===== config.mk =====
export PLATFORM = sky130hd
export DESIGN_NAME = sequential_list_engine
export DESIGN_NICKNAME = d
export VERILOG_FILES = /design/src/design/sle_pkg.sv /design/src/design/sle_cell.sv /design/src/design/sequential_list_engine.sv
export SDC_FILE = /design/constraint.sdc
export NUM_CORES = 1
export LEC_CHECK = 0
export ABC_CLOCK_PERIOD_IN_PS = 5800
export BUFFER_PORTS_ARGS = -buffer_cell sky130_fd_sc_hd__buf_2
export CAP_MARGIN = 10
export CORE_MARGIN = 2
export CORE_UTILIZATION = 41
export CTS_CLUSTER_DIAMETER = 30
export DETAILED_ROUTE_END_ITERATION = 16
export SYNTH_ARGS = -nofsm -noshare
export SYNTH_HDL_FRONTEND = slang
export SYNTH_SLANG_ARGS = --single-unit

===== constraint.sdc =====
create_clock -name clk -period 5.8 [get_ports clk]
set_clock_uncertainty 0.1 [all_clocks]
set_input_delay 0.87 -clock clk [delete_from_list [all_inputs] [get_ports clk]]
set_output_delay 0.87 -clock clk [all_outputs]
set_load 0.03 [all_outputs]

===== src/design/sle_pkg.sv =====
// sle_pkg: shared types and constants for the sequential list engine
// request and status codes, cell control struct
// no dependencies
`timescale 1ns / 1ps

package sle_pkg;

	localparam int MAX_ENTRIES = 16;
	localparam int IDX_W = $clog2(MAX_ENTRIES);
	localparam int CNT_W = 5;
	localparam int DATA_W = 8;
	localparam int REQ_W = 3;
	localparam int STAT_W = 3;
	localparam logic [CNT_W-1:0] CAP_RESET = CNT_W'(16);
	localparam logic [CNT_W-1:0] CAP_MAX = CNT_W'(MAX_ENTRIES);

	typedef enum logic [REQ_W-1:0] {
		REQ_APPEND = 3'd0,
		REQ_INSERT = 3'd1,
		REQ_DELETE = 3'd2,
		REQ_READ   = 3'd3,
		REQ_LOCATE = 3'd4
	} req_t;

	typedef enum logic [STAT_W-1:0] {
		ST_OK       = 3'd0,
		ST_FULL     = 3'd1,
		ST_BADPOS   = 3'd2,
		ST_EMPTY    = 3'd3,
		ST_NOTFOUND = 3'd4
	} status_t;

	typedef enum logic [1:0] {
		CELL_HOLD   = 2'd0,
		CELL_INSERT = 2'd1,
		CELL_DELETE = 2'd2
	} cell_op_t;

	typedef struct packed {
		cell_op_t          op;
		logic [IDX_W-1:0]  idx;
		logic [DATA_W-1:0] val;
	} cell_ctrl_t;

endpackage


===== src/design/sle_cell.sv =====
// sle_cell: one element slot of the list chain
// shifts up or down from its neighbors, loads the new byte, flags a match
// depends on sle_pkg
`timescale 1ns / 1ps

module sle_cell (
	input  logic                      clk,
	input  sle_pkg::cell_ctrl_t       ctrl,
	input  logic [sle_pkg::IDX_W-1:0] index,
	input  logic [sle_pkg::DATA_W-1:0] left_data,
	input  logic [sle_pkg::DATA_W-1:0] right_data,
	output logic [sle_pkg::DATA_W-1:0] data,
	output logic                      match
);
	import sle_pkg::*;

	logic [DATA_W-1:0] data_q;

	always_ff @(posedge clk) begin
		case (ctrl.op)
			CELL_INSERT: begin
				if (index == ctrl.idx) begin
					data_q <= ctrl.val;
				end else if (index > ctrl.idx) begin
					data_q <= left_data;
				end
			end
			CELL_DELETE: begin
				if (index >= ctrl.idx) begin
					data_q <= right_data;
				end
			end
			default: begin
			end
		endcase
	end

	assign data = data_q;
	assign match = (data_q == ctrl.val);

endmodule


===== src/design/sequential_list_engine.sv =====
// sequential_list_engine: ordered byte list held in a chain of element cells
// depends on sle_pkg and sle_cell
//
// usage:
// - request channel: start with req_type, position and value; a transfer
//   happens at a rising edge with start high and busy low. busy stays low,
//   so a request can be issued every cycle.
// - result channel: done is high for exactly one cycle, in the cycle after the
//   request transfer, with status, read_value, found_position, list_length.
//   the receiver cannot stall; results are never held back.
// - throughput 1 request per cycle: every cell shifts or loads and compares in
//   parallel in the transfer cycle, the read mux and last-match encoder settle
//   in the same cycle.
// - capacity register: cfg_data is written when cfg_valid and cfg_ready are
//   high; cfg_ready is always high. the value in force is the smaller of
//   the register and the built depth.
// - reset: list length zero, capacity 16, no result pending; element
//   contents are not cleared and are only read below the list length.
`timescale 1ns / 1ps

module sequential_list_engine (
	input  logic                        clk,
	input  logic                        arst_n,
	input  logic                        start,
	output logic                        busy,
	input  logic [sle_pkg::REQ_W-1:0]   req_type,
	input  logic [sle_pkg::CNT_W-1:0]   position,
	input  logic [sle_pkg::DATA_W-1:0]  value,
	input  logic                        cfg_valid,
	output logic                        cfg_ready,
	input  logic [sle_pkg::CNT_W-1:0]   cfg_data,
	output logic                        done,
	output logic [sle_pkg::STAT_W-1:0]  status,
	output logic [sle_pkg::DATA_W-1:0]  read_value,
	output logic [sle_pkg::CNT_W-1:0]   found_position,
	output logic [sle_pkg::CNT_W-1:0]   list_length
);
	import sle_pkg::*;

	logic [CNT_W-1:0]  cap_q;
	logic [CNT_W-1:0]  count_q;
	logic              done_q;
	status_t           status_q;
	logic [DATA_W-1:0] read_q;
	logic [CNT_W-1:0]  found_q;

	logic [DATA_W-1:0] cell_data [MAX_ENTRIES];
	logic [MAX_ENTRIES-1:0] cell_match;
	cell_ctrl_t        ctrl;
	logic              acc;

	logic [CNT_W-1:0]  cap_live;
	logic [CNT_W-1:0]  pos_m1;
	logic [IDX_W-1:0]  pos_idx;
	logic              full;
	logic              hit;
	logic [IDX_W-1:0]  hit_idx;
	status_t           status_nxt;
	logic [DATA_W-1:0] read_nxt;
	logic [CNT_W-1:0]  found_nxt;
	logic [CNT_W-1:0]  count_nxt;

	assign busy = 1'b0;
	assign cfg_ready = 1'b1;
	assign acc = start && !busy;

	assign cap_live = (cap_q > CAP_MAX) ? CAP_MAX : cap_q;
	assign pos_m1 = position - CNT_W'(1);
	assign pos_idx = pos_m1[IDX_W-1:0];
	assign full = (count_q >= cap_live);

	// last valid matching cell
	always_comb begin
		hit = 1'b0;
		hit_idx = '0;
		for (int i = 0; i < MAX_ENTRIES; i++) begin
			if (cell_match[i] && (CNT_W'(i) < count_q)) begin
				hit = 1'b1;
				hit_idx = IDX_W'(i);
			end
		end
	end

	always_comb begin
		status_nxt = ST_OK;
		read_nxt = '0;
		found_nxt = '0;
		count_nxt = count_q;
		ctrl.op = CELL_HOLD;
		ctrl.idx = pos_idx;
		ctrl.val = value;
		unique case (req_type)
			REQ_APPEND: begin
				if (full) begin
					status_nxt = ST_FULL;
				end else begin
					ctrl.op = CELL_INSERT;
					ctrl.idx = count_q[IDX_W-1:0];
					count_nxt = count_q + CNT_W'(1);
				end
			end
			REQ_INSERT: begin
				if (full) begin
					status_nxt = ST_FULL;
				end else if (position == '0 || position > count_q + CNT_W'(1)) begin
					status_nxt = ST_BADPOS;
				end else begin
					ctrl.op = CELL_INSERT;
					count_nxt = count_q + CNT_W'(1);
				end
			end
			REQ_DELETE: begin
				if (position == '0 || position > count_q) begin
					status_nxt = ST_BADPOS;
				end else begin
					ctrl.op = CELL_DELETE;
					count_nxt = count_q - CNT_W'(1);
				end
			end
			REQ_READ: begin
				if (count_q == '0) begin
					status_nxt = ST_EMPTY;
				end else if (position == '0 || position > count_q) begin
					status_nxt = ST_BADPOS;
				end else begin
					read_nxt = cell_data[pos_idx];
				end
			end
			REQ_LOCATE: begin
				if (count_q == '0) begin
					status_nxt = ST_EMPTY;
				end else if (!hit) begin
					status_nxt = ST_NOTFOUND;
				end else begin
					found_nxt = {1'b0, hit_idx} + CNT_W'(1);
				end
			end
			default: begin
			end
		endcase
		if (!acc) begin
			ctrl.op = CELL_HOLD;
			count_nxt = count_q;
		end
	end

	for (genvar g = 0; g < MAX_ENTRIES; g++) begin : g_cell
		logic [DATA_W-1:0] left_d;
		logic [DATA_W-1:0] right_d;
		if (g == 0) begin : g_first
			assign left_d = '0;
		end else begin : g_mid_l
			assign left_d = cell_data[g-1];
		end
		if (g == MAX_ENTRIES - 1) begin : g_last
			assign right_d = '0;
		end else begin : g_mid_r
			assign right_d = cell_data[g+1];
		end
		sle_cell u_cell (
			.clk        (clk),
			.ctrl       (ctrl),
			.index      (IDX_W'(g)),
			.left_data  (left_d),
			.right_data (right_d),
			.data       (cell_data[g]),
			.match      (cell_match[g])
		);
	end

	always_ff @(posedge clk or negedge arst_n) begin
		if (!arst_n) begin
			cap_q <= CAP_RESET;
			count_q <= '0;
			done_q <= 1'b0;
		end else begin
			if (cfg_valid && cfg_ready) begin
				cap_q <= cfg_data;
			end
			count_q <= count_nxt;
			done_q <= acc;
		end
	end

	always_ff @(posedge clk) begin
		if (acc) begin
			status_q <= status_nxt;
			read_q <= read_nxt;
			found_q <= found_nxt;
		end
	end

	assign done = done_q;
	assign status = status_q;
	assign read_value = read_q;
	assign found_position = found_q;
	assign list_length = count_q;

	a_done_follows: assert property (@(posedge clk) disable iff (!arst_n)
		acc |=> done)
		else $error("done missing after request transfer");

	a_no_spurious_done: assert property (@(posedge clk) disable iff (!arst_n)
		!acc |=> !done)
		else $error("done without request transfer");

	a_err_keeps_len: assert property (@(posedge clk) disable iff (!arst_n)
		done && status != ST_OK |-> list_length == $past(count_q))
		else $error("failed request changed list length");

	a_found_ok: assert property (@(posedge clk) disable iff (!arst_n)
		done && found_position != '0 |-> status == ST_OK && found_position <= list_length)
		else $error("found position with bad status or beyond length");

	a_len_bound: assert property (@(posedge clk) disable iff (!arst_n)
		count_q <= CAP_MAX)
		else $error("list length beyond depth");

endmodule


Yosys cells after proc, flatten, opt, wreduce, memory -nomap -nowiden
Index checks and enable logic that the tools add are counted.
{ "classes": {"mux": 119, "bitwise": 4, "n_lt_le_gt_ge": 53, "n_eq_ne": 73, "reduce_logical": 43, "add_sub_neg": 4} }
{ "op_table": {"columns": ["operator", "n"], "rows": [
  ["$mux W8", 50],
  ["$pmux W8 S2", 16],
  ["$eq A8 B8 Y1", 16],
  ["$mux W4", 14],
  ["$ne A3 B1 Y1 const B", 16],
  ["$reduce_and A3 Y1", 16],
  ["$lt A4 B5 Y1 const A", 8],
  ["$bmux W8 S4", 1],
  ["$eq A4 B4 Y1 const A", 8],
  ["$ge A4 B4 Y1 const A", 8],
  ["$gt A4 B4 Y1 const A", 8],
  ["$ne A2 B1 Y1 const B", 16],
  ["$mux W5", 6],
  ["$lt A3 B5 Y1 const A", 4],
  ["$mux W1", 20],
  ["$eq A3 B4 Y1 const A", 4],
  ["$ge A3 B4 Y1 const A", 4],
  ["$gt A3 B4 Y1 const A", 4],
  ["$logic_and A1 B1 Y1", 16],
  ["$pmux W3 S5", 1],
  ["$pmux W5 S3", 1],
  ["$mux W2", 6],
  ["$gt A5 B5 Y1", 2],
  ["$logic_not A5 Y1", 2],
  ["other kinds (32)", 49]
]} }
{ "word_totals": {"elab_cells": 318, "inputBits": 25, "output_inout_bits": 24, "ff_bits": 155} }

Logic depth before layout (Yosys ltp)
Gate-level depths: netlist of run 1.
{ "depth": {"word_depth": 21, "depth_mapped": 19} }

Hierarchy
From an unflattened synthesis of run 1, not the netlist that was laid out.
{ "hier_totals": {"cells_unflattened": 1286, "area_unflattened_um2": 13274.0} }
{ "by_module_without_submodules": {"columns": ["module", "area_each_um2", "n_inst", "cells_per_inst", "seq_area_each_um2"], "rows": [
  ["sle_cell at g_cell[0].u_cell ...", 615.6, 12, 61, 240.2],
  ["sequential_list_engine", 3409.5, 1, 310, 757.0],
  ["sle_cell at g_cell[6].u_cell ...", 619.3, 4, 61, 240.2]
]} }

Worst setup path before layout of run 1
No wires, ideal clock.
{ "synth_timing": {"kind": "reg-to-reg", "startpoint": "register count_q[1], in the netlist list_length[1]", "endpoint": "register g_cell[10].u_cell.data_q[0], enable pin", "setup_slack_ns": 0.671, "arrival_ns": 4.641, "path_stages_with_launch": 20, "setup_time_ns": 0.388, "required_ns": 5.312, "path_buffers": 2, "cell_sequence": "dfrtp_1 clkbuf_1 inv_1 ha_1 inv_1 ha_1 nor2b_1 o21a_1 o21a_1 o21ai_0 a22oi_1 o21ai_0 and3_1 inv_1 ha_1 or2_2 clkbuf_1 nand3_1 nand2_1 a221oi_1"} }
{ "synth_between": {"elab_chain_cells": 10, "word_cells_on_any_way": 22} }
{ "synth_lines": {"columns": ["item", "line", "text"], "rows": [
  ["from (decl)", "sequential_list_engine.sv:41", "logic [CNT_W-1:0] count_q;"],
  ["from (signal assigned)", "sequential_list_engine.sv:180", "count_q <= count_nxt;"],
  ["$add A5 B1 Y5", "sequential_list_engine.sv:105", "end else if (position == '0 || position > count_q + CNT_W'(1)) begin"],
  ["$gt A5 B5 Y1", "sequential_list_engine.sv:105", null],
  ["$logic_or A1 B1 Y1", "sequential_list_engine.sv:105", null],
  ["$mux W1", "sequential_list_engine.sv:105", null],
  ["$mux W1", "sequential_list_engine.sv:103", "if (full) begin"],
  ["$pmux W2 S3", "sequential_list_engine.sv:92", "unique case (req_type)"],
  ["$mux W2", "sequential_list_engine.sv:141", "if (!acc) begin"],
  ["$eq A2 B1 Y1 / $eq A2 B2 Y1 (equally long branches)", "sle_cell.sv:20", "case (ctrl.op)"],
  ["$ne A3 B1 Y1 (no line) (tied with other cells)", null, null],
  ["$reduce_and A3 Y1 (no line) (*)", null, null],
  ["to (signal assigned)", "sle_cell.sv:23", "data_q <= ctrl.val;"],
  ["to (signal assigned)", "sle_cell.sv:25", "data_q <= left_data;"],
  ["to (signal assigned)", "sle_cell.sv:30", "data_q <= right_data;"],
  ["to (decl)", "sle_cell.sv:17", "logic [DATA_W-1:0] data_q;"]
]} }
Every way passes the cells marked *; elsewhere a longest branch is shown, timed or not.
A chain may end at the register's enable or synchronous reset.

Final worst setup path of run 1
{ "layout_timing": {"startpoint": "register count_q[1], in the netlist list_length[1]", "endpoint": "register g_cell[7].u_cell.data_q[7], enable pin"} }
{ "layout_between": {"elab_chain_cells": 10, "word_cells_on_any_way": 22} }
{ "layout_lines": {"columns": ["item", "line"], "rows": [
  ["$add A5 B1 Y5", "sequential_list_engine.sv:105"],
  ["$gt A5 B5 Y1", "sequential_list_engine.sv:105"],
  ["$logic_or A1 B1 Y1", "sequential_list_engine.sv:105"],
  ["$mux W1", "sequential_list_engine.sv:105"],
  ["$mux W1", "sequential_list_engine.sv:103"],
  ["$pmux W2 S3", "sequential_list_engine.sv:92"],
  ["$mux W2", "sequential_list_engine.sv:141"],
  ["$eq A2 B1 Y1 / $eq A2 B2 Y1 (equally long branches)", "sle_cell.sv:20"],
  ["$ne A3 B1 Y1 (no line) (tied with other cells)", null],
  ["$reduce_and A3 Y1 (no line) (*)", null],
  ["to (signal assigned)", "sle_cell.sv:23"],
  ["to (signal assigned)", "sle_cell.sv:25"],
  ["to (signal assigned)", "sle_cell.sv:30"],
  ["to (decl)", "sle_cell.sv:17"]
]} }
Marked as above.

==> implementation parameters, run 1 <==
Parameter                              Value

STA
  Final min period    5.15 ns
  Hold Vio Cnt, Final    0
  Tcrit/Tclk final    88.7%
  Total Neg Setup Slack    0 ns
  Unrepaired setup endpoints after global routing    false
  Least-Margin Pin Slew    between 1 and 1.5 ns
  Max frequency    between 150 and 200 MHz
  Headroom to the max-slew limit    21.7%
  Count of final setup violators    0
  Setup slack after layout    0.653 ns
  Number of pins with negative max-slew slack in the final report    0

Synthesis
  Leading post-synthesis cells by cell area    sky130_fd_sc_hd__edfxtp_1, sky130_fd_sc_hd__mux4_2, sky130_fd_sc_hd__xnor2_1
  Flops & latches, synth    between 150 and 200
  Post-synth top flop    sky130_fd_sc_hd__edfxtp_1
  Cell area after technology mapping    about 12000 µm²
  Top cell type by total area after synthesis    sky130_fd_sc_hd__edfxtp_1
  Share of the yosys chip area belonging to registers    approximately two fifths
  Number of library cell types mapped by synthesis    73
  Post-synthesis instance total    1109
  Cell with the most instances after synthesis    sky130_fd_sc_hd__edfxtp_1
  Net count after synthesis    1157
  Share of flip-flops with an asynchronous set or reset after synthesis    7.10%
  Total number of yosys warnings    0
  Number of flops mapped to enable cells by yosys    144
  Syn avg cell area    approximately 11 µm²
  Fraction of synthesized cell area taken by the top area cell type    between 30 and 40%
  Top cell types by occurrence after synthesis    sky130_fd_sc_hd__edfxtp_1, sky130_fd_sc_hd__nand2_1, sky130_fd_sc_hd__xnor2_1, sky130_fd_sc_hd__mux2i_1, sky130_fd_sc_hd__o21ai_0

Layout
  Fillcell total    roughly 2700
  Number of non-filler instances in the completed layout    between 1500 and 2000
  Area taken by flip-flops and latches    between 4000 and 5000 µm²
  Footprint of the multi-input gates    about 6700 µm²
  Post-layout net count    1168
  Post-Route Utilization    between 40% and 50%
  Area of all placed cells without fillers    about 13000 µm²
  P&R area growth vs syn    10.6%
  Layout cell share with drive strength beyond 1    between 10% and 20%

Critical path
  Required time of the critical path    ~5.8 ns
  Endpoint of the lowest-slack register-to-register path    g_cell[7].u_cell.data[7]$_DFFE_PP_
  Register-to-register setup slack    about 0.65 ns
  Crit path arrival time    5.10 ns
  Sort of element at the end of the critical path    register
  Type of the setup path with the least slack    register to register
  Origin of the critical flop-to-flop path    list_length[1]$_DFFE_PN0P_
  Critical Path Source Type    register
  Worst r2r path cells    17
  Largest driver fanout on the critical path    16

Route
  Vias post-DR    ~9700
  Number of nets with antenna violations after routing    0
  WL final    about 40 mm
  Number of remaining DRC errors    0
  Detailed-router iteration count before antenna repair    9
  Initial DRC count    about 1400
  Average wire per cell in the routed design    between 20 and 30 µm
  Via density    ~6.4

GRT
  Total congestion overflow after global routing    0
  Via count of the first global-routing pass    9386
  Maximum number of pins on one net before global-route repair    about 160
  Total Routing Usage GR    between 20% and 30%
  Number of antenna violations at the first check in global routing    3
  First-pass GRT wire length    around 60 mm

Placed design
  Area after detailed placement    12400 µm²
  Quantity of I/O buffers inserted on ports    between 40 and 50
  Half-perimeter wire length of the detailed placement result    between 20 and 30 mm
  Placed cells    between 1000 and 1500
  Final weighted congestion of routability-driven global placement    between 1 and 1.5
  Worst-case setup slack after placement    0.745 ns

Outcome
  Outcome    completed

CTS
  Hold bufs inserted after CTS    0
  Clk sink count    155
  Clock Root Buffer    sky130_fd_sc_hd__clkbuf_16
  Number of buffers created by CTS    17
  Clock latency of the later-clocked register in the worst-skew pair    0.44 ns
  Buffers from clock root to sink, at most    2
  Clock tree from TritonCTS    done
  Clock-pin slew of the registers on the worst-case setup and hold paths    roughly 0.060 ns
  Quantity of gates resized following cts    0
  Setup Buffers After CTS    0
  H-tree levels    4

Floorplan
  Core box area    roughly 28000 µm²
  Die Span X    ~170 µm
  Total Die Area    about 30000 µm²
  Die H    around 170 µm
  Starting density of the core    a little over 40%
  Site row count    62
  Num ports    49

Power and ir drop
  Pwr/cell area    between 300 and 400 nW/µm²
  Maximum vdd drop    between 0.0002 and 0.00025 V
  Leakage power of the design    about 4.5 nW

Worst hold path
  Worst min-delay path class    primary input to async pin

Job
  Number of maximum-capacitance violations    0
## logic make-up after synthesis
logic type / after synthesis / share of synthesized area, %
and+or+nand+nor: 326 / 14.9
AOI/OAI and AO/OA: 221 / 13.7
DFF: 155 / 39.1
xor gates and xnor gates: 140 / 10.4
muxes: 125 / 15.0
buffers and inverters: 117 / 4.42
adders and majority gates: 23 / 2.45
other: 2 / 0.0638
## area by class of cell
class | instances | area share (%)
antenna | 1 | 0.0192
clock buffer | 26 | 4.42
clock inverter | 6 | 0.298
inverter | 21 | 0.606
multi-input combinational | 837 | 51.3
sequential | 155 | 35.3
tap | 384 | 3.69
timing repair buffer | 88 | 4.27
## critical path, stage by stage, from the launching register on
cell and delay, ns:
sky130_fd_sc_hd__dfrtp_1 0.68, sky130_fd_sc_hd__inv_1 0.30, sky130_fd_sc_hd__ha_1 0.39, sky130_fd_sc_hd__inv_1 0.05
sky130_fd_sc_hd__ha_1 0.28, sky130_fd_sc_hd__nor2b_1 0.13, sky130_fd_sc_hd__o21a_1 0.16, sky130_fd_sc_hd__o21a_1 0.15
sky130_fd_sc_hd__o21ai_0 0.17, sky130_fd_sc_hd__a22oi_1 0.09, sky130_fd_sc_hd__o21ai_0 0.41, sky130_fd_sc_hd__and3_1 0.31
sky130_fd_sc_hd__inv_1 0.09, sky130_fd_sc_hd__ha_4 0.18, sky130_fd_sc_hd__or2_2 0.42, sky130_fd_sc_hd__nand3_1 0.14
sky130_fd_sc_hd__nand2_1 0.13, sky130_fd_sc_hd__nor2_1 0.58
## registers in the layout, summed over array words and instances (netlist names)
| signal | count |
|---|---|
| cap_q | 5 |
| done | 1 |
| found_position | 5 |
| g_cell.u_cell.data | 128 |
| list_length | 5 |
| read_value | 8 |
| status | 3 |
## layout by cell type, fill, tap and decap left out, types with 22 or more instances in the layout
cell type	synthesis	layout
sky130_fd_sc_hd__nand3_1	24	24
sky130_fd_sc_hd__xor2_1	47	46
sky130_fd_sc_hd__edfxtp_1	144	144
sky130_fd_sc_hd__o21ai_0	77	77
sky130_fd_sc_hd__mux2i_1	80	80
sky130_fd_sc_hd__nand2_1	107	107
sky130_fd_sc_hd__ha_1	23	22
sky130_fd_sc_hd__buf_4	10	40
sky130_fd_sc_hd__nor2_1	34	34
sky130_fd_sc_hd__clkbuf_16	0	22
sky130_fd_sc_hd__buf_2	23	47
sky130_fd_sc_hd__mux4_2	40	40
sky130_fd_sc_hd__a221o_1	32	32
sky130_fd_sc_hd__nor3b_1	33	33
sky130_fd_sc_hd__xnor2_1	93	93
sky130_fd_sc_hd__nor2b_1	25	25
## through the flow
| step | hold WS, ns | power, W |
|---|---|---|
| 4_1_cts | 0.195 | 0.00437 |
| 2_1_floorplan | 0.373 | 0.00266 |
| 3_3_place_gp | 0.384 | 0.00319 |
| 3_5_place_dp | 0.390 | 0.00322 |
| 6_report | 0.199 | 0.00440 |
| 5_1_grt | 0.196 | 0.00458 |
## metal layers
layer  track usage [%]  part of all wire [%]  vias up
li1                  -                     -     4228
met1              35.6                    40     4710
met2              40.7                    45      603
met3              5.81                    11      127
met4              12.5                   4.9        2
met5                 0                 0.030        -
## power breakdown
group	switching [W]	total, W	internal, W	leakage (nW)
sequential	0.000205	0.00164	0.00144	1.46
combinational	0.00100	0.00160	0.000602	2.72
clock	0.000467	0.00116	0.000689	0.307
## worst max path at each step
stage                               startpoint                                  end  depth (start not counted)
global route        list_length[1]$_DFFE_PN0P_   g_cell[7].u_cell.data[7]$_DFFE_PP_                         17
CTS                 list_length[1]$_DFFE_PN0P_   g_cell[7].u_cell.data[7]$_DFFE_PP_                         17
detailed placement  list_length[1]$_DFFE_PN0P_   g_cell[5].u_cell.data[2]$_DFFE_PP_                         13
floorplan           list_length[1]$_DFFE_PN0P_  g_cell[10].u_cell.data[0]$_DFFE_PP_                         19
global placement    list_length[1]$_DFFE_PN0P_   g_cell[7].u_cell.data[1]$_DFFE_PP_                         17
finish              list_length[1]$_DFFE_PN0P_   g_cell[7].u_cell.data[7]$_DFFE_PP_                         17
(Power assumes the default switching activity.)
==> inputs of run 2 (changes only) <==
--- a/config.mk
+++ b/config.mk
@@ -5,13 +5,15 @@
 export SDC_FILE = /design/constraint.sdc
 export NUM_CORES = 1
 export LEC_CHECK = 0
+export ABC_AREA = 1
 export ABC_CLOCK_PERIOD_IN_PS = 5800
 export BUFFER_PORTS_ARGS = -buffer_cell sky130_fd_sc_hd__buf_2
 export CAP_MARGIN = 10
 export CORE_MARGIN = 2
-export CORE_UTILIZATION = 41
+export CORE_UTILIZATION = 57
 export CTS_CLUSTER_DIAMETER = 30
 export DETAILED_ROUTE_END_ITERATION = 16
+export PLACE_DENSITY = 0.74
 export SYNTH_ARGS = -nofsm -noshare
 export SYNTH_HDL_FRONTEND = slang
 export SYNTH_SLANG_ARGS = --single-unit
==> run 2 against run 1 <==
Against the previous run:
- final cell count is 28% higher
- largest power group is now combinational logic
- worst hold slack worse by 0.0070 ns
- wire length is 1.9% lower
- non-clock buffer count is 25 lower
- largest cell class unchanged
- design area is 0.87% higher
- sequential cell count stayed put
- clock-buffer cell count is 8 lower
- global-route usage is 8.7 points higher
==> implementation parameters, run 2 <==
Parameter                              Value

Job
  Number of maximum-capacitance violations    0

Layout
  Flip-flop count of the largest register, all copies and words added    approximately 130
  Area taken by flip-flops and latches    4600 µm²
  Commonest non-fill, non-tap cell in the layout    sky130_fd_sc_hd__nand2_1
  Post-layout net count    between 1500 and 2000
  P&R area growth vs syn    6.54%
  Area of all placed cells without fillers    between 10000 and 15000 µm²
  N_diodes    0
  Fillcell total    between 1500 and 2000
  Post-Route Utilization    between 60 and 70%
  Layout cell share with drive strength beyond 1    about a tenth
  Commonest cells after routing, fill and taps aside    sky130_fd_sc_hd__nand2_1, sky130_fd_sc_hd__inv_1, sky130_fd_sc_hd__edfxtp_1
  Footprint of the multi-input gates    6510 µm²

Power and ir drop
  Overall Power    approximately 0.0045 W
  Pwr/cell area    345 nW/µm²
  Leakage power of the design    approximately 5.8 nW
  Maximum vdd drop    ~0.00023 V

Critical path
  Critical path buffers and inverters    4
  Critical Path Source Type    register
  Type of the setup path with the least slack    register to register
  Cell seen most often among critical-path stages    sky130_fd_sc_hd__inv_1
  Sort of element at the end of the critical path    register
  Largest driver fanout on the critical path    11
  Top cell family by delay on the critical path    compound AO/OA/AOI/OAI gates
  Required time of the critical path    a little under 6 ns
  CP cell instances    inv_1 > ha_1 > inv_1 > ha_1 > inv_1 > o21bai_1 > a21oi_1 > nor2_1 > o22ai_1 > nand2_1 > nor2_1 > o21ai_0 > nor2_1 > ha_1 > inv_1 > o21ai_0 > a21oi_1
  Slowest Stage Delay on Critical Path    about 0.73 ns
  Critical-path cell with the highest stage delay    sky130_fd_sc_hd__a21oi_1
  Crit path arrival time    about 4.8 ns

Route
  Number of nets with antenna violations after routing    0
  Detailed-router iteration count before antenna repair    6
  Via density    6.02
  Number of remaining DRC errors    0
  Average wire per cell in the routed design    ~20 µm
  Initial DRC count    1553
  WL final    around 39 mm
  Vias post-DR    roughly 12000

STA
  Hold Vio Cnt, Final    0
  Final min period    between 4 and 5 ns
  Unrepaired setup endpoints after global routing    false
  Headroom to the max-slew limit    about 23%
  Tcrit/Tclk final    between 80% and 90%
  Max frequency    206 MHz
  Least-Margin Pin Slew    about 1.2 ns
  Total Neg Setup Slack    0 ns
  Worst hold slack    just under 0.2 ns
  Number of pins with negative max-slew slack in the final report    0
  Count of final setup violators    0

Floorplan
  Num ports    49
  Die H    between 150 and 200 µm
  Die Span X    ~150 µm
  Core box area    21100 µm²
  Site row count    53
  Starting density of the core    about three fifths
  Total Die Area    about 23000 µm²

CTS
  H-tree levels    4
  Clock-pin slew of the registers on the worst-case setup and hold paths    about 0.060 ns
  Quantity of gates resized following cts    0
  Clk sink count    between 150 and 200
  Clock tree from TritonCTS    done
  Buffers from clock root to sink, at most    2
  Clock Root Buffer    sky130_fd_sc_hd__clkbuf_16
  Clock latency of the later-clocked register in the worst-skew pair    about 0.44 ns
  Hold bufs inserted after CTS    0
  Number of buffers created by CTS    17
  Setup Buffers After CTS    0

Synthesis
  Flops & latches, synth    ~160
  Top cell type by total area after synthesis    sky130_fd_sc_hd__edfxtp_1
  Cell area after technology mapping    ~12000 µm²
  Top cell types by occurrence after synthesis    sky130_fd_sc_hd__nand2_1, sky130_fd_sc_hd__inv_1, sky130_fd_sc_hd__edfxtp_1, sky130_fd_sc_hd__a21oi_1, sky130_fd_sc_hd__o21ai_0
  Number of library cell types mapped by synthesis    65
  Share of the yosys chip area belonging to registers    approximately 37%
  Syn avg cell area    approximately 7.4 µm²
  Net count after synthesis    ~1700
  Share of flip-flops with an asynchronous set or reset after synthesis    under 10%
  Number of flops mapped to enable cells by yosys    about 140
  Post-synthesis instance total    1670
  Leading post-synthesis cells by cell area    sky130_fd_sc_hd__edfxtp_1, sky130_fd_sc_hd__nand2_1, sky130_fd_sc_hd__a21oi_1
  Cell with the most instances after synthesis    sky130_fd_sc_hd__nand2_1
  Post-synth top flop    sky130_fd_sc_hd__edfxtp_1
  Total number of yosys warnings    0
  Fraction of synthesized cell area taken by the top area cell type    35.1%

Outcome
  Outcome    completed

Placed design
  Quantity of I/O buffers inserted on ports    46
  Half-perimeter wire length of the detailed placement result    27.8 mm
  Area after detailed placement    around 13000 µm²
  Final weighted congestion of routability-driven global placement    0.972

Worst hold path
  Worst min-delay path class    primary input to async pin

GRT
  First-pass GRT wire length    60.8 mm
  Number of antenna violations at the first check in global routing    0
  Total congestion overflow after global routing    0
  Via count of the first global-routing pass    approximately 11000
  Maximum number of pins on one net before global-route repair    around 100
  Total Routing Usage GR    about a third
## run 2: changes by cell type after synthesis, moves of 56 or more
cell                      previous run  this run
sky130_fd_sc_hd__nand2_1           107       507
sky130_fd_sc_hd__inv_1              19       157
sky130_fd_sc_hd__a21oi_1            13       140
sky130_fd_sc_hd__nand3_1            24       116
sky130_fd_sc_hd__mux2i_1            80         0
sky130_fd_sc_hd__xnor2_1            93        17
sky130_fd_sc_hd__o21ai_0            77       133
## run 2: area by class of cell
type                    count  area share (%)
well taps                 275            2.62
flip-flops and latches    155            35.0
clock buffers              18            3.27
clock inverters            14            1.29
repair buffers             63            2.73
multi-input cells        1236            49.6
inverters                 181            5.45
## run 2: cell families after synthesis
group | after synthesis | share of synthesized area (%)
AOI/OAI and AO/OA | 356 | 16.2
xor gates and xnor gates | 69 | 5.06
adders and majority gates | 23 | 2.34
buffers and inverters | 279 | 9.92
DFF | 155 | 37.3
muxes | 3 | 0.274
other | 2 | 0.0609
and+or+nand+nor | 783 | 28.8
## run 2: worst register-to-register path, cell delays in order, from the launching register on
cell                       delay, ns
sky130_fd_sc_hd__dfrtp_1        0.59
sky130_fd_sc_hd__inv_1          0.28
sky130_fd_sc_hd__ha_1           0.36
sky130_fd_sc_hd__inv_1          0.07
sky130_fd_sc_hd__ha_1           0.29
sky130_fd_sc_hd__inv_1          0.06
sky130_fd_sc_hd__o21bai_1       0.06
sky130_fd_sc_hd__a21oi_1        0.13
sky130_fd_sc_hd__nor2_1         0.05
sky130_fd_sc_hd__o22ai_1        0.17
sky130_fd_sc_hd__nand2_1        0.07
sky130_fd_sc_hd__nor2_1         0.08
sky130_fd_sc_hd__o21ai_0        0.08
sky130_fd_sc_hd__nor2_1         0.16
sky130_fd_sc_hd__ha_1           0.40
sky130_fd_sc_hd__inv_1          0.43
sky130_fd_sc_hd__o21ai_0        0.37
sky130_fd_sc_hd__a21oi_1        0.73
## run 2: final timing paths
check	from	end	slack (ns)	cells past startpoint
max in group asynchronous	arst_n	cap_q[4]$_DFFE_PN1P_	5.15	1
setup / recovery	list_length[0]$_DFFE_PN0P_	g_cell[1].u_cell.data[2]$_DFFE_PP_	0.96	17
min in group clk	cap_q[2]$_DFFE_PN0P_	cap_q[2]$_DFFE_PN0P_	0.44	1
hold / removal	arst_n	done$_DFF_PN0_	0.19	1
setup reg to reg	list_length[0]$_DFFE_PN0P_	g_cell[1].u_cell.data[2]$_DFFE_PP_	0.96	17
hold reg to reg	cap_q[2]$_DFFE_PN0P_	cap_q[2]$_DFFE_PN0P_	0.44	1
## run 2: stage by stage
stage	cells	setup WS, ns
finish	1942	0.956
global route	1942	0.616
CTS	1942	1.03
detailed placement	1910	0.741
global placement	1910	0.814
floorplan	1670	1.28
## run 2: metal layers
layer	vias up	part of all wire (%)	GRT usage, %
met5	-	0	0
met4	0	4.0	15.1
met3	99	11	7.11
met2	738	44	54.0
met1	5306	41	48.5
li1	5549	-	-
## run 2: report_power, final
group	internal, W	switching, W
combinational	0.000508	0.00117
clock	0.000679	0.000507
sequential	0.00147	0.000199
total	0.00266	0.00187
